--- src/design/infix_to_postfix_converter_unit_macros.svh ---
// Assertion macros for the infix-to-postfix converter.
// Used by infix_to_postfix_converter_unit.sv; expects clk and rst_n in scope.
`ifndef INFIX_TO_POSTFIX_CONVERTER_UNIT_MACROS_SVH
`define INFIX_TO_POSTFIX_CONVERTER_UNIT_MACROS_SVH

// Same-cycle implication, checked out of reset.
`define IPC_ASSERT_NOW(lbl, ante, cons) \
  lbl: assert property (@(posedge clk) disable iff (!rst_n) (ante) |-> (cons)) \
    else $error("converter check failed");

// Next-cycle implication, checked out of reset.
`define IPC_ASSERT_NEXT(lbl, ante, cons) \
  lbl: assert property (@(posedge clk) disable iff (!rst_n) (ante) |=> (cons)) \
    else $error("converter check failed");

`endif

--- src/design/ipc_pkg.sv ---
// Shared types, constants and character classifiers for the converter.
// No dependencies; used by every module of the block.
`timescale 1ns / 1ps
`default_nettype none

package ipc_pkg;

  localparam int STACK_DEPTH = 32;
  localparam int CNT_W       = $clog2(STACK_DEPTH + 1);

  localparam logic [7:0] CH_PLUS   = 8'h2B;
  localparam logic [7:0] CH_MINUS  = 8'h2D;
  localparam logic [7:0] CH_STAR   = 8'h2A;
  localparam logic [7:0] CH_SLASH  = 8'h2F;
  localparam logic [7:0] CH_CARET  = 8'h5E;
  localparam logic [7:0] CH_LPAREN = 8'h28;
  localparam logic [7:0] CH_LBRACE = 8'h7B;
  localparam logic [7:0] CH_LBRACK = 8'h5B;
  localparam logic [7:0] CH_RPAREN = 8'h29;
  localparam logic [7:0] CH_RBRACE = 8'h7D;
  localparam logic [7:0] CH_RBRACK = 8'h5D;
  localparam logic [7:0] CH_UP_A   = 8'h41;
  localparam logic [7:0] CH_UP_Z   = 8'h5A;
  localparam logic [7:0] CH_LO_A   = 8'h61;
  localparam logic [7:0] CH_LO_Z   = 8'h7A;
  localparam logic [7:0] CH_DIG_0  = 8'h30;
  localparam logic [7:0] CH_DIG_9  = 8'h39;

  typedef struct packed {
    logic [7:0] char_in;
    logic       end_of_expr;
  } ipc_in_t;

  typedef struct packed {
    logic [7:0] char_out;
    logic       char_valid;
    logic       run_last;
    logic       expr_done;
    logic       overflow_seen;
  } ipc_out_t;

  // Per-cycle move of the stack chain: push shifts down, pop shifts up.
  typedef struct packed {
    logic push;
    logic pop;
  } ipc_shift_t;

  function automatic logic is_alnum(input logic [7:0] c);
    return (c >= CH_UP_A && c <= CH_UP_Z) || (c >= CH_LO_A && c <= CH_LO_Z) ||
           (c >= CH_DIG_0 && c <= CH_DIG_9);
  endfunction

  function automatic logic is_opener(input logic [7:0] c);
    return (c == CH_LPAREN) || (c == CH_LBRACE) || (c == CH_LBRACK);
  endfunction

  function automatic logic is_closer(input logic [7:0] c);
    return (c == CH_RPAREN) || (c == CH_RBRACE) || (c == CH_RBRACK);
  endfunction

  function automatic logic [1:0] prec_of(input logic [7:0] c);
    logic [1:0] p;
    case (c)
      CH_PLUS, CH_MINUS: p = 2'd1;
      CH_STAR, CH_SLASH: p = 2'd2;
      CH_CARET:          p = 2'd3;
      default:           p = 2'd0;
    endcase
    return p;
  endfunction

  // True when stack entry t leaves the stack ahead of incoming operator c.
  function automatic logic pops_before(input logic [7:0] c, input logic [7:0] t);
    logic r;
    if (c == CH_CARET) begin
      r = prec_of(t) > prec_of(c);
    end else begin
      r = prec_of(t) >= prec_of(c);
    end
    return r;
  endfunction

endpackage

`default_nettype wire

--- src/design/ipc_stack_cell.sv ---
// One stack cell: holds one entry, takes from its upper or lower neighbor.
// Depends on ipc_pkg.
`timescale 1ns / 1ps
`default_nettype none

module ipc_stack_cell (
  input  wire logic               clk,
  input  ipc_pkg::ipc_shift_t     shift,
  input  wire logic [7:0]         from_above,
  input  wire logic [7:0]         from_below,
  output logic [7:0]              entry
);
  import ipc_pkg::*;

  logic [7:0] entry_r;

  // Payload only: no reset, occupancy lives in the count.
  always_ff @(posedge clk) begin
    if (shift.push) begin
      entry_r <= from_above;
    end else if (shift.pop) begin
      entry_r <= from_below;
    end
  end

  assign entry = entry_r;

endmodule

`default_nettype wire

--- src/design/ipc_op_stack.sv ---
// Operator stack as a chain of STACK_DEPTH cells; cell 0 is the top.
// Depends on ipc_pkg and ipc_stack_cell.
`timescale 1ns / 1ps
`default_nettype none

module ipc_op_stack (
  input  wire logic           clk,
  input  ipc_pkg::ipc_shift_t shift,
  input  wire logic [7:0]     push_data,
  output logic [7:0]          top_entry,
  output logic [7:0]          second_entry
);
  import ipc_pkg::*;

  logic [7:0] ent [STACK_DEPTH];

  for (genvar i = 0; i < STACK_DEPTH; i++) begin : g_cell
    logic [7:0] above;
    logic [7:0] below;
    if (i == 0) begin : g_top
      assign above = push_data;
    end else begin : g_mid
      assign above = ent[i-1];
    end
    // Bottom cell holds its value on pop; anything below the count is don't-care.
    if (i == STACK_DEPTH - 1) begin : g_bot
      assign below = ent[i];
    end else begin : g_inner
      assign below = ent[i+1];
    end
    ipc_stack_cell u_cell (
      .clk        (clk),
      .shift      (shift),
      .from_above (above),
      .from_below (below),
      .entry      (ent[i])
    );
  end

  assign top_entry    = ent[0];
  assign second_entry = ent[1];

endmodule

`default_nettype wire

--- src/design/infix_to_postfix_converter_unit.sv ---
// Top level of the shunting-yard infix-to-postfix converter.
// Depends on ipc_pkg, ipc_op_stack and infix_to_postfix_converter_unit_macros.svh.
// Usage:
//   in_*  : one expression character per beat (char_in, end_of_expr).
//   out_* : one postfix character per beat, plus run_last, expr_done and the
//           sticky overflow flag; a bare terminator (char_valid 0) ends each
//           expression.
// Timing:
//   An item is taken in ST_IDLE and worked in ST_PROC in the next cycle; a push
//   finishes there, and a letter or digit finishes there once the output
//   register can take it. An operator or closer pops stack entries one at a
//   time, as the cell chain shifts by one entry per cycle and one result
//   leaves per cycle while out_ready allows. An item marked last then drains
//   the remaining entries in ST_FLUSH, sees the stack empty and sends the
//   terminator in ST_TERM. Results show on out_valid from the output register.
// Reset:
//   rst_n low empties the stack, clears the overflow flag and the output
//   valid. Stack cells need no clearing: only counted entries are read.
// Backpressure:
//   Results sit in an output register; while it is full and out_ready is low,
//   steps that emit hold, and no new item is taken until the work is done.
`timescale 1ns / 1ps
`default_nettype none

module infix_to_postfix_converter_unit (
  input  wire logic          clk,
  input  wire logic          rst_n,
  input  wire logic          in_valid,
  output logic               in_ready,
  input  ipc_pkg::ipc_in_t   in_data,
  output logic               out_valid,
  input  wire logic          out_ready,
  output ipc_pkg::ipc_out_t  out_data
);
  import ipc_pkg::*;

  localparam logic [1:0] ST_IDLE  = 2'd0;
  localparam logic [1:0] ST_PROC  = 2'd1;
  localparam logic [1:0] ST_FLUSH = 2'd2;
  localparam logic [1:0] ST_TERM  = 2'd3;

  logic [1:0]       state_r, state_nxt;
  logic [CNT_W-1:0] count_r, count_nxt;
  logic             ovf_r, ovf_nxt;
  logic [7:0]       cur_char_r;
  logic             cur_last_r;
  logic             out_valid_r;
  ipc_out_t         out_data_r;

  ipc_shift_t       shift;
  logic [7:0]       top_e;
  logic [7:0]       sec_e;
  logic             emit;
  ipc_out_t         emit_data;
  logic             load_ok;
  logic             has1;
  logic             has2;
  logic             full;
  logic [1:0]       done_state;

  ipc_op_stack u_stack (
    .clk          (clk),
    .shift        (shift),
    .push_data    (cur_char_r),
    .top_entry    (top_e),
    .second_entry (sec_e)
  );

  assign load_ok    = !out_valid_r || out_ready;
  assign has1       = count_r != '0;
  assign has2       = count_r > CNT_W'(1);
  assign full       = count_r == CNT_W'(STACK_DEPTH);
  assign done_state = cur_last_r ? ST_FLUSH : ST_IDLE;
  assign in_ready   = state_r == ST_IDLE;

  always_comb begin
    state_nxt = state_r;
    count_nxt = count_r;
    ovf_nxt   = ovf_r;
    shift     = '0;
    emit      = 1'b0;
    emit_data = '{char_out: top_e, char_valid: 1'b1, run_last: 1'b0,
                  expr_done: 1'b0, overflow_seen: ovf_r};
    case (state_r)
      ST_IDLE: begin
        if (in_valid) begin
          state_nxt = ST_PROC;
        end
      end
      ST_PROC: begin
        if (is_alnum(cur_char_r)) begin
          // Pass through straight to the output.
          if (load_ok) begin
            emit               = 1'b1;
            emit_data.char_out = cur_char_r;
            emit_data.run_last = !cur_last_r;
            state_nxt          = done_state;
          end
        end else if (is_opener(cur_char_r)) begin
          if (full) begin
            ovf_nxt = 1'b1;
          end else begin
            shift.push = 1'b1;
            count_nxt  = count_r + CNT_W'(1);
          end
          state_nxt = done_state;
        end else if (is_closer(cur_char_r)) begin
          if (has1 && !is_opener(top_e)) begin
            // Pop one operator; look one cell down to flag the final result.
            if (load_ok) begin
              emit               = 1'b1;
              emit_data.run_last = !cur_last_r && !(has2 && !is_opener(sec_e));
              shift.pop          = 1'b1;
              count_nxt          = count_r - CNT_W'(1);
            end
          end else begin
            // Drop the opening bracket, if any, without checking the pair.
            if (has1) begin
              shift.pop = 1'b1;
              count_nxt = count_r - CNT_W'(1);
            end
            state_nxt = done_state;
          end
        end else begin
          if (has1 && pops_before(cur_char_r, top_e)) begin
            if (load_ok) begin
              emit               = 1'b1;
              emit_data.run_last = !cur_last_r &&
                                   !(has2 && pops_before(cur_char_r, sec_e));
              shift.pop          = 1'b1;
              count_nxt          = count_r - CNT_W'(1);
            end
          end else begin
            if (full) begin
              ovf_nxt = 1'b1;
            end else begin
              shift.push = 1'b1;
              count_nxt  = count_r + CNT_W'(1);
            end
            state_nxt = done_state;
          end
        end
      end
      ST_FLUSH: begin
        // Drain everything, brackets included; the terminator closes the run.
        if (has1) begin
          if (load_ok) begin
            emit      = 1'b1;
            shift.pop = 1'b1;
            count_nxt = count_r - CNT_W'(1);
          end
        end else begin
          state_nxt = ST_TERM;
        end
      end
      ST_TERM: begin
        if (load_ok) begin
          emit                 = 1'b1;
          emit_data.char_out   = '0;
          emit_data.char_valid = 1'b0;
          emit_data.run_last   = 1'b1;
          emit_data.expr_done  = 1'b1;
          ovf_nxt              = 1'b0;
          state_nxt            = ST_IDLE;
        end
      end
      default: begin
        state_nxt = ST_IDLE;
      end
    endcase
  end

  always_ff @(posedge clk) begin
    if (!rst_n) begin
      state_r     <= ST_IDLE;
      count_r     <= '0;
      ovf_r       <= 1'b0;
      out_valid_r <= 1'b0;
    end else begin
      state_r <= state_nxt;
      count_r <= count_nxt;
      ovf_r   <= ovf_nxt;
      if (emit) begin
        out_valid_r <= 1'b1;
      end else if (out_ready) begin
        out_valid_r <= 1'b0;
      end
    end
  end

  // Payload registers: capture the item on accept, the result on emit.
  always_ff @(posedge clk) begin
    if (in_valid && in_ready) begin
      cur_char_r <= in_data.char_in;
      cur_last_r <= in_data.end_of_expr;
    end
    if (emit) begin
      out_data_r <= emit_data;
    end
  end

  assign out_valid = out_valid_r;
  assign out_data  = out_data_r;

`include "infix_to_postfix_converter_unit_macros.svh"

  `IPC_ASSERT_NOW(a_count_bound, 1'b1, count_r <= CNT_W'(STACK_DEPTH))
  `IPC_ASSERT_NEXT(a_accept_to_proc, in_valid && in_ready, state_r == ST_PROC)
  `IPC_ASSERT_NEXT(a_term_clears_ovf, emit && state_r == ST_TERM, !ovf_r && count_r == '0)
  `IPC_ASSERT_NOW(a_done_is_term, out_valid_r && out_data_r.expr_done, out_data_r.run_last && !out_data_r.char_valid)

endmodule

`default_nettype wire
--- config.mk ---
export PLATFORM = sky130hd
export DESIGN_NAME = infix_to_postfix_converter_unit
export DESIGN_NICKNAME = d
export VERILOG_FILES = /design/src/design/ipc_pkg.sv /design/src/design/ipc_stack_cell.sv /design/src/design/ipc_op_stack.sv /design/src/design/infix_to_postfix_converter_unit.sv
export VERILOG_INCLUDE_DIRS = /design/src /design/src/design
export SDC_FILE = /design/constraint.sdc
export NUM_CORES = 1
export LEC_CHECK = 0
export BUFFER_PORTS_ARGS = -buffer_cell sky130_fd_sc_hd__buf_4
export CELL_PAD_IN_SITES_DETAIL_PLACEMENT = 0
export CELL_PAD_IN_SITES_GLOBAL_PLACEMENT = 2
export CORE_UTILIZATION = 51
export CTS_CLUSTER_SIZE = 12
export DETAILED_ROUTE_END_ITERATION = 10
export GPL_ROUTABILITY_DRIVEN = 0
export GPL_TIMING_DRIVEN = 1
export PLACE_DENSITY_LB_ADDON = 0.1
export SETUP_SLACK_MARGIN = 0.05
export SLEW_MARGIN = 25
export SYNTH_ARGS = -nofsm -noshare
export SYNTH_HDL_FRONTEND = slang
export SYNTH_SLANG_ARGS = --single-unit
--- constraint.sdc ---
create_clock -name clk -period 25.2 [get_ports clk]
set_input_delay 5.04 -clock clk [delete_from_list [all_inputs] [get_ports clk]]
set_output_delay 5.04 -clock clk [all_outputs]
set_load 0.01 [all_outputs]
==> results of run 1 <==
[area by class of cell]
| class | count | area share [%] |
|---|---|---|
| clock buffers | 37 | 5.488 |
| flip-flops and latches | 287 | 58.56 |
| well taps | 330 | 2.839 |
| clock inverters | 15 | 1.041 |
| inverters | 15 | 0.3871 |
| repair buffers | 30 | 1.996 |
| multi-input cells | 463 | 29.69 |
[cells by family after synthesis]
kind of cell / share of synthesized area, %
compound gates: 5.638
xor+xnor: 0.3993
fa+ha+maj: 1.046
buf+inv: 2.681
flops: 64.72
mux: 21.29
simple gates: 4.230
[worst max-delay path, cell delays in order]
cell and delay, ps:
buf_4 80, nand2b_1 320, a31oi_1 80, o32ai_1 320
a21o_4 330, buf_12 450, buf_16 470
[per-layer routing]
metal,wire (um),up-vias
met5,0,-
met4,497,0
met3,729,43
met2,9961,114
met1,10100,3353
li1,-,3234
[stage by stage]
step	cell area (sq um)	setup WS [ps]	utilization [%]	hold WS [ps]
after global placement	13530	17690	53.57	423.5
after detailed placement	13530	17610	53.57	429.1
after global routing	14550	17920	57.60	455.8
after CTS	14480	18200	57.33	440.1
final	14550	18050	57.60	441.3
after floorplan	13160	13920	-	409.0
[synth_stat cells, drive strengths merged (3+ instances only)]
| cell | n | area, sq um |
|---|---|---|
| a211o | 3 | 26.28 |
| a211oi | 6 | 50.05 |
| a21oi | 16 | 80.08 |
| a22o | 15 | 131.4 |
| and2 | 4 | 25.02 |
| and3 | 4 | 25.02 |
| buf | 33 | 240.2 |
| clkbuf | 15 | 56.30 |
| dfxtp | 10 | 200.2 |
| edfxtp | 277 | 8318 |
| ha | 11 | 137.6 |
| inv | 15 | 56.30 |
| mux2 | 247 | 2781 |
| nand2 | 19 | 73.82 |
| nand2b | 8 | 50.05 |
| nand3 | 11 | 55.05 |
| nand4 | 4 | 31.28 |
| nor2 | 12 | 45.04 |
| nor2b | 5 | 31.28 |
| nor3 | 13 | 70.07 |
| nor3b | 3 | 22.52 |
| o21a | 3 | 22.52 |
| o21ai | 17 | 85.08 |
| o22ai | 4 | 25.02 |
| o31ai | 3 | 27.52 |
| or3 | 3 | 18.77 |
| xor2 | 4 | 35.03 |
[power groups by stage]
stage	Clock (mW)	Sequential [mW]	Combinational, mW
floorplan	0	1.00	0.570
global placement	0	1.00	0.640
detailed placement	0	1.02	0.680
CTS	0.438	1.01	0.683
global route	0.453	1.03	0.759
finish	0.425	1.00	0.686
[flip-flops by register name, indices dropped and copies added (netlist names), named ones only]
signal / cells
count_r: 6
cur_char_r: 8
cur_last_r: 1
out_data: 12
out_valid: 1
ovf_r: 1
state_r: 1
u_stack.g_cell.u_cell.entry: 256
[worst max path at each step]
stage / startpoint / to / slack (ps) / cells past startpoint
2_1_floorplan: out_ready / u_stack.g_cell[0].u_cell.entry[0]$_DFFE_PP_ / 13920 / 5
3_3_place_gp: out_ready / u_stack.g_cell[28].u_cell.entry[6]$_DFFE_PP_ / 17690 / 6
3_5_place_dp: out_ready / u_stack.g_cell[21].u_cell.entry[6]$_DFFE_PP_ / 17610 / 6
4_1_cts: out_ready / u_stack.g_cell[25].u_cell.entry[4]$_DFFE_PP_ / 18200 / 6
5_1_grt: out_ready / u_stack.g_cell[20].u_cell.entry[5]$_DFFE_PP_ / 17920 / 7
6_report: out_ready / u_stack.g_cell[17].u_cell.entry[3]$_DFFE_PP_ / 18050 / 7
==> run_summary.xml, run 1 <==
<?xml version="1.0" encoding="UTF-8"?>
<metrics>
  <group name="worst_setup_path">
    <metric name="reg2regPathDepth" unit="">13</metric>
    <metric name="rr_startpoint" unit="">u_stack.g_cell[0].u_cell.entry[4]$_DFFE_PP_</metric>
    <metric name="worst-endpoint-arrival" unit="ps">7320</metric>
    <metric name="path_class" unit="">in -&gt; reg</metric>
    <metric name="crit_path_max_fanout" unit="">136</metric>
    <metric name="rrSetupSlack" unit="ps">20000</metric>
    <metric name="endpoint_kind" unit="">flip-flop</metric>
    <metric name="worstReg2RegEnd" unit="">u_stack.g_cell[17].u_cell.entry[3]$_DFFE_PP_</metric>
    <metric name="cp-start-kind" unit="">input pin</metric>
    <metric name="cp.required" unit="ps">25370</metric>
  </group>
  <group name="power">
    <metric name="sequentialPowerShare" unit="%">47.4</metric>
    <metric name="clock_power_share" unit="%">20.1</metric>
    <metric name="internal-power" unit="mW">1.439</metric>
    <metric name="total_leakage_power" unit="nW">4.852</metric>
    <metric name="powerDensity" unit="mW/mm^2">145.2</metric>
    <metric name="vdd_drop_max" unit="mV">0.1048</metric>
    <metric name="total_power" unit="mW">2.111</metric>
    <metric name="power.switching" unit="mW">0.6719</metric>
    <metric name="p_sw_share" unit="%">31.82</metric>
    <metric name="combPwrFrac" unit="%">32.5</metric>
  </group>
  <group name="layout">
    <metric name="final_nets" unit="">852</metric>
    <metric name="drive_gt1_share" unit="%">16.06</metric>
    <metric name="number_of_filler_instances_in_the_final_layout" unit="">1948</metric>
    <metric name="multi_input_comb_area" unit="sq mm">0.004318</metric>
    <metric name="area_grow_syn2layout" unit="%">10.51</metric>
    <metric name="seq_area" unit="sq mm">0.008518</metric>
    <metric name="mostFrequentLayoutCell" unit="">edfxtp_1</metric>
    <metric name="mostFrequentLayoutCells" unit="">edfxtp_1 (277), mux2_1 (197), mux2_2 (50), clkbuf_16 (31), buf_4 (26)</metric>
    <metric name="ant_diodes" unit="">0</metric>
    <metric name="finish.cell_count_without_fillers" unit="">1177</metric>
  </group>
  <group name="global_route">
    <metric name="globalRouteTotalUtil" unit="%">16.60</metric>
    <metric name="met1_usage" unit="%">23.65</metric>
    <metric name="gr-usage-met2" unit="%">26.38</metric>
    <metric name="first_global_vias" unit="">6980</metric>
    <metric name="globalRouteOverflowTotal" unit="">0</metric>
    <metric name="grt_start_max_net_pins" unit="">232</metric>
    <metric name="grt_use_met3" unit="%">2.470</metric>
    <metric name="number_of_antenna_violations_at_the_first_check_in_global_routing" unit="">0</metric>
    <metric name="globalRoute.busiestLayer" unit="">met2</metric>
    <metric name="grt_pass1_wl" unit="um">35750</metric>
  </group>
  <group name="timing">
    <metric name="timing.fmax" unit="MHz">139.8</metric>
    <metric name="max-slew-margin-rel" unit="%">32.97</metric>
    <metric name="min_clock_period_post_route" unit="ps">7151</metric>
    <metric name="post-route-period-util" unit="%">28.38</metric>
    <metric name="finalMaxSlewViolations" unit="">0</metric>
    <metric name="setup_total_negative_slack" unit="ps">0</metric>
    <metric name="timing_worst_slew_pin_value" unit="ps">1003</metric>
    <metric name="setup_viol_count_final" unit="">0</metric>
    <metric name="finalHoldViolCount" unit="">0</metric>
    <metric name="timing.clock.skew" unit="ps">16.24</metric>
    <metric name="setup_repair_after_global_routing_missed_its_margin" unit="">no</metric>
  </group>
  <group name="floorplan">
    <metric name="placement_rows" unit="">58</metric>
    <metric name="floorplan.core_area" unit="sq mm">0.02525</metric>
    <metric name="boundaryPins" unit="">27</metric>
    <metric name="floorplan.initialDensity" unit="%">52.12</metric>
    <metric name="floorplan.die.width" unit="um">162.6</metric>
    <metric name="floorplan_die_height" unit="um">162.6</metric>
    <metric name="die_area" unit="sq mm">0.02645</metric>
  </group>
  <group name="clock_network">
    <metric name="cts_made_buffers" unit="">31</metric>
    <metric name="clock_tree.root_cell" unit="">clkbuf_16</metric>
    <metric name="cts-htree-levels" unit="">1</metric>
    <metric name="postCtsResizedCells" unit="">0</metric>
    <metric name="cts_tree" unit="">built</metric>
    <metric name="clock_insertion_delay_worst_skew" unit="ps">550</metric>
    <metric name="numClockSinks" unit="">287</metric>
    <metric name="post_cts.repair.setup_buffers" unit="">0</metric>
    <metric name="cts_max_path_buffers" unit="">3</metric>
    <metric name="post_cts_hold_buffer_count" unit="">0</metric>
    <metric name="clk_pin_slew" unit="ps">60</metric>
  </group>
  <group name="logic_synthesis">
    <metric name="synth.distinct_cells" unit="">72</metric>
    <metric name="postSynth.asyncResetShare" unit="%">0</metric>
    <metric name="synthesis.yosys.warnings" unit="">0</metric>
    <metric name="yosys_register_bits" unit="">287</metric>
    <metric name="synthesis.instances" unit="">813</metric>
    <metric name="synth.yosys.seq_area_share" unit="%">64.72</metric>
    <metric name="mappedNetlistNets" unit="">837</metric>
    <metric name="synth.avg_cell_area" unit="sq um">16.19</metric>
    <metric name="mappedNetlistArea" unit="sq mm">0.01316</metric>
    <metric name="most_used_dff_post_synth" unit="">edfxtp_1</metric>
    <metric name="synth-edff-count" unit="">277</metric>
  </group>
  <group name="route">
    <metric name="vias" unit="">6744</metric>
    <metric name="drc_errors" unit="">0</metric>
    <metric name="routed_wl" unit="um">21280</metric>
    <metric name="dr.first_iter.drc_count" unit="">556</metric>
    <metric name="firstDrtPassIters" unit="">5</metric>
    <metric name="antenna_left" unit="">0</metric>
    <metric name="routedWlPerCell" unit="um">18.08</metric>
    <metric name="drt-vias-per-instance" unit="">5.730</metric>
  </group>
  <group name="min_path">
    <metric name="whs_path_depth" unit="">0</metric>
    <metric name="hold_path.class" unit="">reg -&gt; reg</metric>
    <metric name="worstHoldStart" unit="">u_stack.g_cell[30].u_cell.entry[0]$_DFFE_PP_</metric>
    <metric name="min_delay_worst_endpoint" unit="">u_stack.g_cell[31].u_cell.entry[0]$_DFFE_PP_</metric>
  </group>
  <group name="flow_run">
    <metric name="max_capacitance_violation_count" unit="">0</metric>
  </group>
  <group name="place">
    <metric name="io_buffers" unit="">26</metric>
    <metric name="placedCellCount" unit="">1123</metric>
    <metric name="dpl.hpwl" unit="um">13210</metric>
  </group>
  <group name="status">
    <metric name="result_of_the_run" unit="">complete, no violations</metric>
  </group>
</metrics>
(Power assumes the default switching activity.)
==> inputs of run 2 (changes only) <==
Settings changed: CORE_UTILIZATION 51 to 47.
Clock period 25.2 ns to 6.7 ns, I/O delays scaled along.
==> run 2 against run 1 <==
Global-route usage fell by 0.76 points. Non-clock buffer count rose by 1. Routed wire length rose by 2.3%. Worst hold slack improved by 5.5 ps. Final cell count rose by 4.2%. Largest cell class unchanged. Critical endpoint is now u_stack.g_cell[1].u_cell.entry[0]$_DFFE_PP_. Total power rose to 3.8 times the previous value.
==> run_summary.xml, run 2 (synthesis results as in run 1) <==
<?xml version="1.0" encoding="UTF-8"?>
<metrics>
  <group name="flow_run">
    <metric name="max_capacitance_violation_count" unit="">0</metric>
  </group>
  <group name="route">
    <metric name="maxUsedRoutingLayer" unit="">met4</metric>
    <metric name="wl_met2" unit="um">10180</metric>
    <metric name="routedWlPerCell" unit="um">17.74</metric>
    <metric name="met3WireLength" unit="um">801</metric>
    <metric name="dr.first_iter.drc_count" unit="">438</metric>
    <metric name="drc_errors" unit="">0</metric>
    <metric name="route.layer.met1.wl" unit="um">10130</metric>
    <metric name="antenna_left" unit="">0</metric>
    <metric name="drt-vias-per-instance" unit="">5.603</metric>
    <metric name="vias" unit="">6875</metric>
    <metric name="routed_wl" unit="um">21770</metric>
    <metric name="firstDrtPassIters" unit="">5</metric>
  </group>
  <group name="timing">
    <metric name="max-slew-margin-rel" unit="%">30.62</metric>
    <metric name="timing.fmax" unit="MHz">214.9</metric>
    <metric name="setup_repair_after_global_routing_missed_its_margin" unit="">no</metric>
    <metric name="post-route-period-util" unit="%">69.46</metric>
    <metric name="finalHoldViolCount" unit="">0</metric>
    <metric name="finalMaxSlewViolations" unit="">0</metric>
    <metric name="setup_total_negative_slack" unit="ps">0</metric>
    <metric name="timing.clock.skew" unit="ps">12.34</metric>
    <metric name="min_clock_period_post_route" unit="ps">4654</metric>
    <metric name="setup_viol_count_final" unit="">0</metric>
    <metric name="timing_worst_slew_pin_value" unit="ps">1041</metric>
  </group>
  <group name="worst_setup_path">
    <metric name="worstReg2RegEnd" unit="">u_stack.g_cell[1].u_cell.entry[0]$_DFFE_PP_</metric>
    <metric name="worst_path_max_delay_cell" unit="">buf_4</metric>
    <metric name="crit_path_max_fanout" unit="">187</metric>
    <metric name="cp-start-kind" unit="">flip-flop</metric>
    <metric name="cp.required" unit="ps">6930</metric>
    <metric name="endpoint_kind" unit="">flip-flop</metric>
    <metric name="cp_cell_sequence" unit="">or3b_2 -&gt; o21a_1 -&gt; o21ai_0 -&gt; and3_1 -&gt; ha_1 -&gt; a21oi_1 -&gt; o31ai_2 -&gt; nand2_2 -&gt; nand4_4 -&gt; buf_12 -&gt; buf_4 -&gt; mux2_1</metric>
    <metric name="critPathMaxStageDelay" unit="ps">760</metric>
    <metric name="path_delay_family" unit="">buffers and inverters</metric>
    <metric name="reg2regPathDepth" unit="">12</metric>
    <metric name="rrSetupSlack" unit="ps">2050</metric>
    <metric name="worst-endpoint-arrival" unit="ps">4880</metric>
    <metric name="rr_startpoint" unit="">u_stack.g_cell[0].u_cell.entry[4]$_DFFE_PP_</metric>
    <metric name="path_class" unit="">reg -&gt; reg</metric>
    <metric name="worst-path-buf-inv" unit="">2</metric>
  </group>
  <group name="global_route">
    <metric name="number_of_antenna_violations_at_the_first_check_in_global_routing" unit="">0</metric>
    <metric name="globalRouteOverflowTotal" unit="">0</metric>
    <metric name="first_global_vias" unit="">7131</metric>
    <metric name="globalRouteTotalUtil" unit="%">15.84</metric>
    <metric name="grt_start_max_net_pins" unit="">188</metric>
    <metric name="grt_pass1_wl" unit="um">36870</metric>
  </group>
  <group name="layout">
    <metric name="mostFrequentLayoutCells" unit="">edfxtp_1 (277), mux2_1 (197), mux2_2 (50), clkbuf_16 (35), buf_4 (29)</metric>
    <metric name="final_nets" unit="">856</metric>
    <metric name="finalInstanceArea" unit="sq mm">0.01463</metric>
    <metric name="largest_reg_flops" unit="">256</metric>
    <metric name="drive_gt1_share" unit="%">15.91</metric>
    <metric name="finish.cell_count_without_fillers" unit="">1227</metric>
    <metric name="final_util" unit="%">53.83</metric>
    <metric name="mostFrequentLayoutCell" unit="">edfxtp_1</metric>
    <metric name="area_grow_syn2layout" unit="%">11.14</metric>
    <metric name="ant_diodes" unit="">0</metric>
    <metric name="number_of_filler_instances_in_the_final_layout" unit="">2208</metric>
  </group>
  <group name="place">
    <metric name="placedCellCount" unit="">1168</metric>
    <metric name="io_buffers" unit="">26</metric>
    <metric name="dpl.hpwl" unit="um">13400</metric>
    <metric name="postPlaceCellArea" unit="sq mm">0.01360</metric>
  </group>
  <group name="floorplan">
    <metric name="floorplan_die_height" unit="um">169.3</metric>
    <metric name="floorplan.core_area" unit="sq mm">0.02718</metric>
    <metric name="placement_rows" unit="">60</metric>
    <metric name="die_area" unit="sq mm">0.02868</metric>
    <metric name="floorplan.initialDensity" unit="%">48.43</metric>
    <metric name="boundaryPins" unit="">27</metric>
    <metric name="floorplan.die.width" unit="um">169.3</metric>
  </group>
  <group name="clock_network">
    <metric name="clock_tree.root_cell" unit="">clkbuf_16</metric>
    <metric name="cts_tree" unit="">built</metric>
    <metric name="numClockSinks" unit="">287</metric>
    <metric name="postCtsResizedCells" unit="">0</metric>
    <metric name="post_cts_hold_buffer_count" unit="">0</metric>
    <metric name="clk_pin_slew" unit="ps">60</metric>
    <metric name="cts_made_buffers" unit="">34</metric>
    <metric name="cts-htree-levels" unit="">2</metric>
    <metric name="post_cts.repair.setup_buffers" unit="">0</metric>
    <metric name="cts_max_path_buffers" unit="">3</metric>
    <metric name="clock_insertion_delay_worst_skew" unit="ps">500</metric>
  </group>
  <group name="status">
    <metric name="result_of_the_run" unit="">complete, no violations</metric>
  </group>
  <group name="min_path">
    <metric name="hold_path.class" unit="">reg -&gt; reg</metric>
    <metric name="min_delay_worst_endpoint" unit="">u_stack.g_cell[31].u_cell.entry[5]$_DFFE_PP_</metric>
    <metric name="whs_path_depth" unit="">0</metric>
    <metric name="worstHoldStart" unit="">u_stack.g_cell[30].u_cell.entry[5]$_DFFE_PP_</metric>
  </group>
  <group name="power">
    <metric name="total_power" unit="mW">7.988</metric>
    <metric name="total_leakage_power" unit="nW">4.861</metric>
    <metric name="powerDensity" unit="mW/mm^2">546.1</metric>
    <metric name="vdd_drop_max" unit="mV">0.3377</metric>
  </group>
</metrics>
==> run 2: cell count changes in the layout (fill, tap and decap cells not counted), sizes merged <==
cell      before  now
clkbuf        37   45
buf           30   31
bufinv         3    1
clkinvlp       0    1
==> run 2: area by class of cell <==
class	instances	area (sq um)	area share, %
multi-input cells	463	4318	29.52
clock inverters	14	88.84	0.6073
flip-flops and latches	287	8518	58.23
inverters	15	56.30	0.3849
well taps	372	465.4	3.182
clock buffers	45	923.4	6.313
repair buffers	31	257.7	1.762
==> run 2: how the worst max path moves through the flow <==
stage,cells past startpoint,slack [ps],from,end
6_report,12,2050,u_stack.g_cell[0].u_cell.entry[4]$_DFFE_PP_,u_stack.g_cell[1].u_cell.entry[0]$_DFFE_PP_
5_1_grt,12,1670,u_stack.g_cell[0].u_cell.entry[4]$_DFFE_PP_,u_stack.g_cell[9].u_cell.entry[1]$_DFFE_PP_
4_1_cts,12,2000,u_stack.g_cell[0].u_cell.entry[4]$_DFFE_PP_,u_stack.g_cell[10].u_cell.entry[1]$_DFFE_PP_
3_5_place_dp,12,1990,u_stack.g_cell[0].u_cell.entry[4]$_DFFE_PP_,u_stack.g_cell[10].u_cell.entry[1]$_DFFE_PP_
3_3_place_gp,12,2140,u_stack.g_cell[0].u_cell.entry[4]$_DFFE_PP_,u_stack.g_cell[10].u_cell.entry[1]$_DFFE_PP_
2_1_floorplan,13,600,u_stack.g_cell[0].u_cell.entry[4]$_DFFE_PP_,u_stack.g_cell[0].u_cell.entry[0]$_DFFE_PP_
==> run 2: through the flow <==
step	hold slack, ps	setup WS (ps)
2_1_floorplan	409.0	601.5
3_3_place_gp	426.8	2138
3_5_place_dp	438.7	1987
4_1_cts	450.3	1995
5_1_grt	461.2	1667
6_report	446.8	2046
==> run 2: worst register-to-register path, delay by kind of cell (launching register included) <==
family	cells	cell delay (ps)
adders and majority gates	1	140
and+or+nand+nor	4	1070
DFF	1	480
AOI/OAI and AO/OA	4	860
muxes	1	430
buffers and inverters	2	1410
==> run 2: per-layer routing <==
metal,track usage [%],vias to the layer above
li1,-,3253
met1,21.85,3441
met2,24.89,123
met3,2.915,58
met4,6.189,0
met5,0,-
==> run 2: power by group <==
group | internal, mW | total (mW) | switching (mW)
clock | 1.00 | 1.68 | 0.679
sequential | 3.33 | 3.77 | 0.440
combinational | 1.11 | 2.54 | 1.42
total | 5.45 | 7.99 | 2.54
==> inputs of run 3 (changes only) <==
Settings changed: CORE_UTILIZATION 47 to 43.
Clock period 6.7 ns to 4.04 ns, I/O delays scaled along.
==> run 3 against run 2 <==
Total power grew 66%. Core utilization decreased by 4.6 points. Worst hold slack worse by 35 ps. Setup slack got worse by 1600 ps. Sequential cell count is the same. Routed wire length rose by 2.5%. Register-to-register slack worse by 1600 ps. Via count down 1.6%. Clock power increased by 58%. Non-clock buffer count rose by 9. Critical path type unchanged.
==> run_summary.xml, run 3 (synthesis results as in run 1) <==
<?xml version="1.0" encoding="UTF-8"?>
<metrics>
  <group name="timing">
    <metric name="timing.clock.skew" unit="ps">17.77</metric>
    <metric name="setup_total_negative_slack" unit="ps">0</metric>
    <metric name="post-route-period-util" unit="%">89.49</metric>
    <metric name="timing_worst_slew_pin_value" unit="ps">785.4</metric>
    <metric name="finalHoldViolCount" unit="">0</metric>
    <metric name="setup_viol_count_final" unit="">0</metric>
    <metric name="max-slew-margin-rel" unit="%">47.09</metric>
    <metric name="timing.fmax" unit="MHz">276.6</metric>
    <metric name="setup_repair_after_global_routing_missed_its_margin" unit="">no</metric>
    <metric name="min_clock_period_post_route" unit="ps">3615</metric>
    <metric name="finalMaxSlewViolations" unit="">0</metric>
  </group>
  <group name="min_path">
    <metric name="hold_path.class" unit="">in -&gt; reg</metric>
    <metric name="worstHoldStart" unit="">in_data[5]</metric>
    <metric name="whs_path_depth" unit="">1</metric>
    <metric name="min_delay_worst_endpoint" unit="">cur_char_r[4]$_DFFE_PP_</metric>
  </group>
  <group name="layout">
    <metric name="seq_area" unit="sq mm">0.008518</metric>
    <metric name="mostFrequentLayoutCell" unit="">edfxtp_1</metric>
    <metric name="largest_reg_flops" unit="">256</metric>
    <metric name="mostFrequentLayoutCells" unit="">edfxtp_1 (277), mux2_1 (197), mux2_2 (50), buf_4 (34), clkbuf_16 (31)</metric>
    <metric name="ant_diodes" unit="">0</metric>
    <metric name="drive_gt1_share" unit="%">16.86</metric>
    <metric name="finalInstanceArea" unit="sq mm">0.01471</metric>
    <metric name="number_of_filler_instances_in_the_final_layout" unit="">2496</metric>
    <metric name="finish.cell_count_without_fillers" unit="">1250</metric>
    <metric name="final_nets" unit="">862</metric>
    <metric name="area_grow_syn2layout" unit="%">11.78</metric>
    <metric name="multi_input_comb_area" unit="sq mm">0.004322</metric>
  </group>
  <group name="worst_setup_path">
    <metric name="worstReg2RegEnd" unit="">u_stack.g_cell[19].u_cell.entry[4]$_DFFE_PP_</metric>
    <metric name="worst_path_max_delay_cell" unit="">edfxtp_1</metric>
    <metric name="critPathMaxStageDelay" unit="ps">500</metric>
    <metric name="endpoint_kind" unit="">flip-flop</metric>
    <metric name="cp_cell_sequence" unit="">or3b_4 -&gt; o21a_1 -&gt; o21ai_1 -&gt; and3_1 -&gt; ha_1 -&gt; a21oi_2 -&gt; a211oi_1 -&gt; a21oi_1 -&gt; o32ai_1 -&gt; a21o_4 -&gt; buf_12</metric>
    <metric name="rr_startpoint" unit="">u_stack.g_cell[0].u_cell.entry[6]$_DFFE_PP_</metric>
    <metric name="worst-endpoint-arrival" unit="ps">3820</metric>
    <metric name="rrSetupSlack" unit="ps">420</metric>
    <metric name="cp-start-kind" unit="">flip-flop</metric>
    <metric name="reg2regPathDepth" unit="">11</metric>
    <metric name="crit_path_max_fanout" unit="">91</metric>
    <metric name="cp.required" unit="ps">4240</metric>
    <metric name="path_class" unit="">reg -&gt; reg</metric>
    <metric name="crit_start" unit="">u_stack.g_cell[0].u_cell.entry[6]$_DFFE_PP_</metric>
  </group>
  <group name="power">
    <metric name="vdd_drop_max" unit="mV">0.5198</metric>
    <metric name="powerDensity" unit="mW/mm^2">901.1</metric>
    <metric name="total_leakage_power" unit="nW">4.900</metric>
  </group>
  <group name="global_route">
    <metric name="first_global_vias" unit="">7038</metric>
    <metric name="grt_pass1_wl" unit="um">37520</metric>
    <metric name="globalRouteOverflowTotal" unit="">0</metric>
    <metric name="number_of_antenna_violations_at_the_first_check_in_global_routing" unit="">0</metric>
    <metric name="globalRouteTotalUtil" unit="%">14.78</metric>
    <metric name="grt_start_max_net_pins" unit="">92</metric>
  </group>
  <group name="clock_network">
    <metric name="clock_tree.root_cell" unit="">clkbuf_16</metric>
    <metric name="clk_pin_slew" unit="ps">60</metric>
    <metric name="post_cts_hold_buffer_count" unit="">0</metric>
    <metric name="cts_max_path_buffers" unit="">3</metric>
    <metric name="cts_made_buffers" unit="">31</metric>
    <metric name="cts-htree-levels" unit="">1</metric>
    <metric name="cts_tree" unit="">built</metric>
    <metric name="post_cts.repair.setup_buffers" unit="">0</metric>
    <metric name="numClockSinks" unit="">287</metric>
    <metric name="clock_insertion_delay_worst_skew" unit="ps">570</metric>
    <metric name="postCtsResizedCells" unit="">0</metric>
  </group>
  <group name="place">
    <metric name="placedCellCount" unit="">1195</metric>
    <metric name="dpl.hpwl" unit="um">14190</metric>
    <metric name="io_buffers" unit="">26</metric>
    <metric name="postPlaceCellArea" unit="sq mm">0.01377</metric>
  </group>
  <group name="route">
    <metric name="routedWlPerCell" unit="um">17.84</metric>
    <metric name="drt-vias-per-instance" unit="">5.411</metric>
    <metric name="routed_wl" unit="um">22300</metric>
    <metric name="firstDrtPassIters" unit="">5</metric>
    <metric name="vias" unit="">6764</metric>
    <metric name="antenna_left" unit="">0</metric>
    <metric name="drc_errors" unit="">0</metric>
    <metric name="dr.first_iter.drc_count" unit="">518</metric>
  </group>
  <group name="floorplan">
    <metric name="floorplan.die.width" unit="um">177.0</metric>
    <metric name="die_area" unit="sq mm">0.03131</metric>
    <metric name="floorplan_die_height" unit="um">177.0</metric>
    <metric name="placement_rows" unit="">63</metric>
    <metric name="floorplan.core_area" unit="sq mm">0.02987</metric>
    <metric name="floorplan.initialDensity" unit="%">44.05</metric>
    <metric name="boundaryPins" unit="">27</metric>
  </group>
  <group name="status">
    <metric name="result_of_the_run" unit="">complete, no violations</metric>
  </group>
  <group name="flow_run">
    <metric name="max_capacitance_violation_count" unit="">0</metric>
  </group>
</metrics>
==> run 3: cell types whose count changed in the layout (fill, tap and decap cells not counted), sizes merged <==
cell	change
buf	+9
clkbuf	-5
bufinv	+1
clkinvlp	-1
clkinv	+1
==> run 3: how the worst max path moves through the flow <==
| stage | cells after the start | slack, ps | end |
|---|---|---|---|
| after floorplan | 13 | -380 | u_stack.g_cell[0].u_cell.entry[0]$_DFFE_PP_ |
| after global placement | 11 | 530 | u_stack.g_cell[17].u_cell.entry[7]$_DFFE_PP_ |
| after detailed placement | 12 | 450 | u_stack.g_cell[24].u_cell.entry[7]$_DFFE_PP_ |
| after CTS | 12 | 430 | u_stack.g_cell[27].u_cell.entry[4]$_DFFE_PP_ |
| after global routing | 11 | 130 | u_stack.g_cell[19].u_cell.entry[4]$_DFFE_PP_ |
| final | 11 | 420 | u_stack.g_cell[19].u_cell.entry[4]$_DFFE_PP_ |
==> run 3: where the power goes <==
part	internal [mW]	switching [mW]	leakage, nW	total [mW]
Combinational	1.96	2.42	1.82	4.39
Sequential	5.50	0.718	2.62	6.22
Clock	1.53	1.12	0.461	2.65
==> run 3: per-layer routing <==
layer	routed length [um]	GRT usage (%)	vias up
met5	0	0	-
met4	561	4.562	0
met3	676	2.341	41
met2	10700	23.78	95
met1	10360	20.49	3383
li1	-	-	3245
==> run 3: final cells by class <==
| cell class | count | area share (%) |
|---|---|---|
| inverters | 15 | 0.4337 |
| clock inverters | 15 | 0.9185 |
| well taps | 390 | 3.317 |
| clock buffers | 40 | 5.503 |
| repair buffers | 40 | 2.551 |
| flip-flops and latches | 287 | 57.90 |
| multi-input cells | 463 | 29.38 |
==> run 3: worst max-delay path, delay by kind of cell (launching register included) <==
kind,cells,cell delay (ps)
adders and majority gates,1,130
AOI/OAI and AO/OA,7,1540
and+or+nand+nor,2,610
buffers and inverters,1,360
DFF,1,500
==> run 3: stage by stage <==
stage	setup slack (ps)	utilization [%]	total power, mW	hold WS (ps)
after floorplan	-381.6	-	9.631	409.0
after global placement	530.0	46.08	10.48	426.4
after detailed placement	449.6	46.08	10.76	437.9
after CTS	428.8	49.24	13.47	377.2
after global routing	132.3	49.24	14.14	388.7
final	424.7	49.24	13.26	411.4
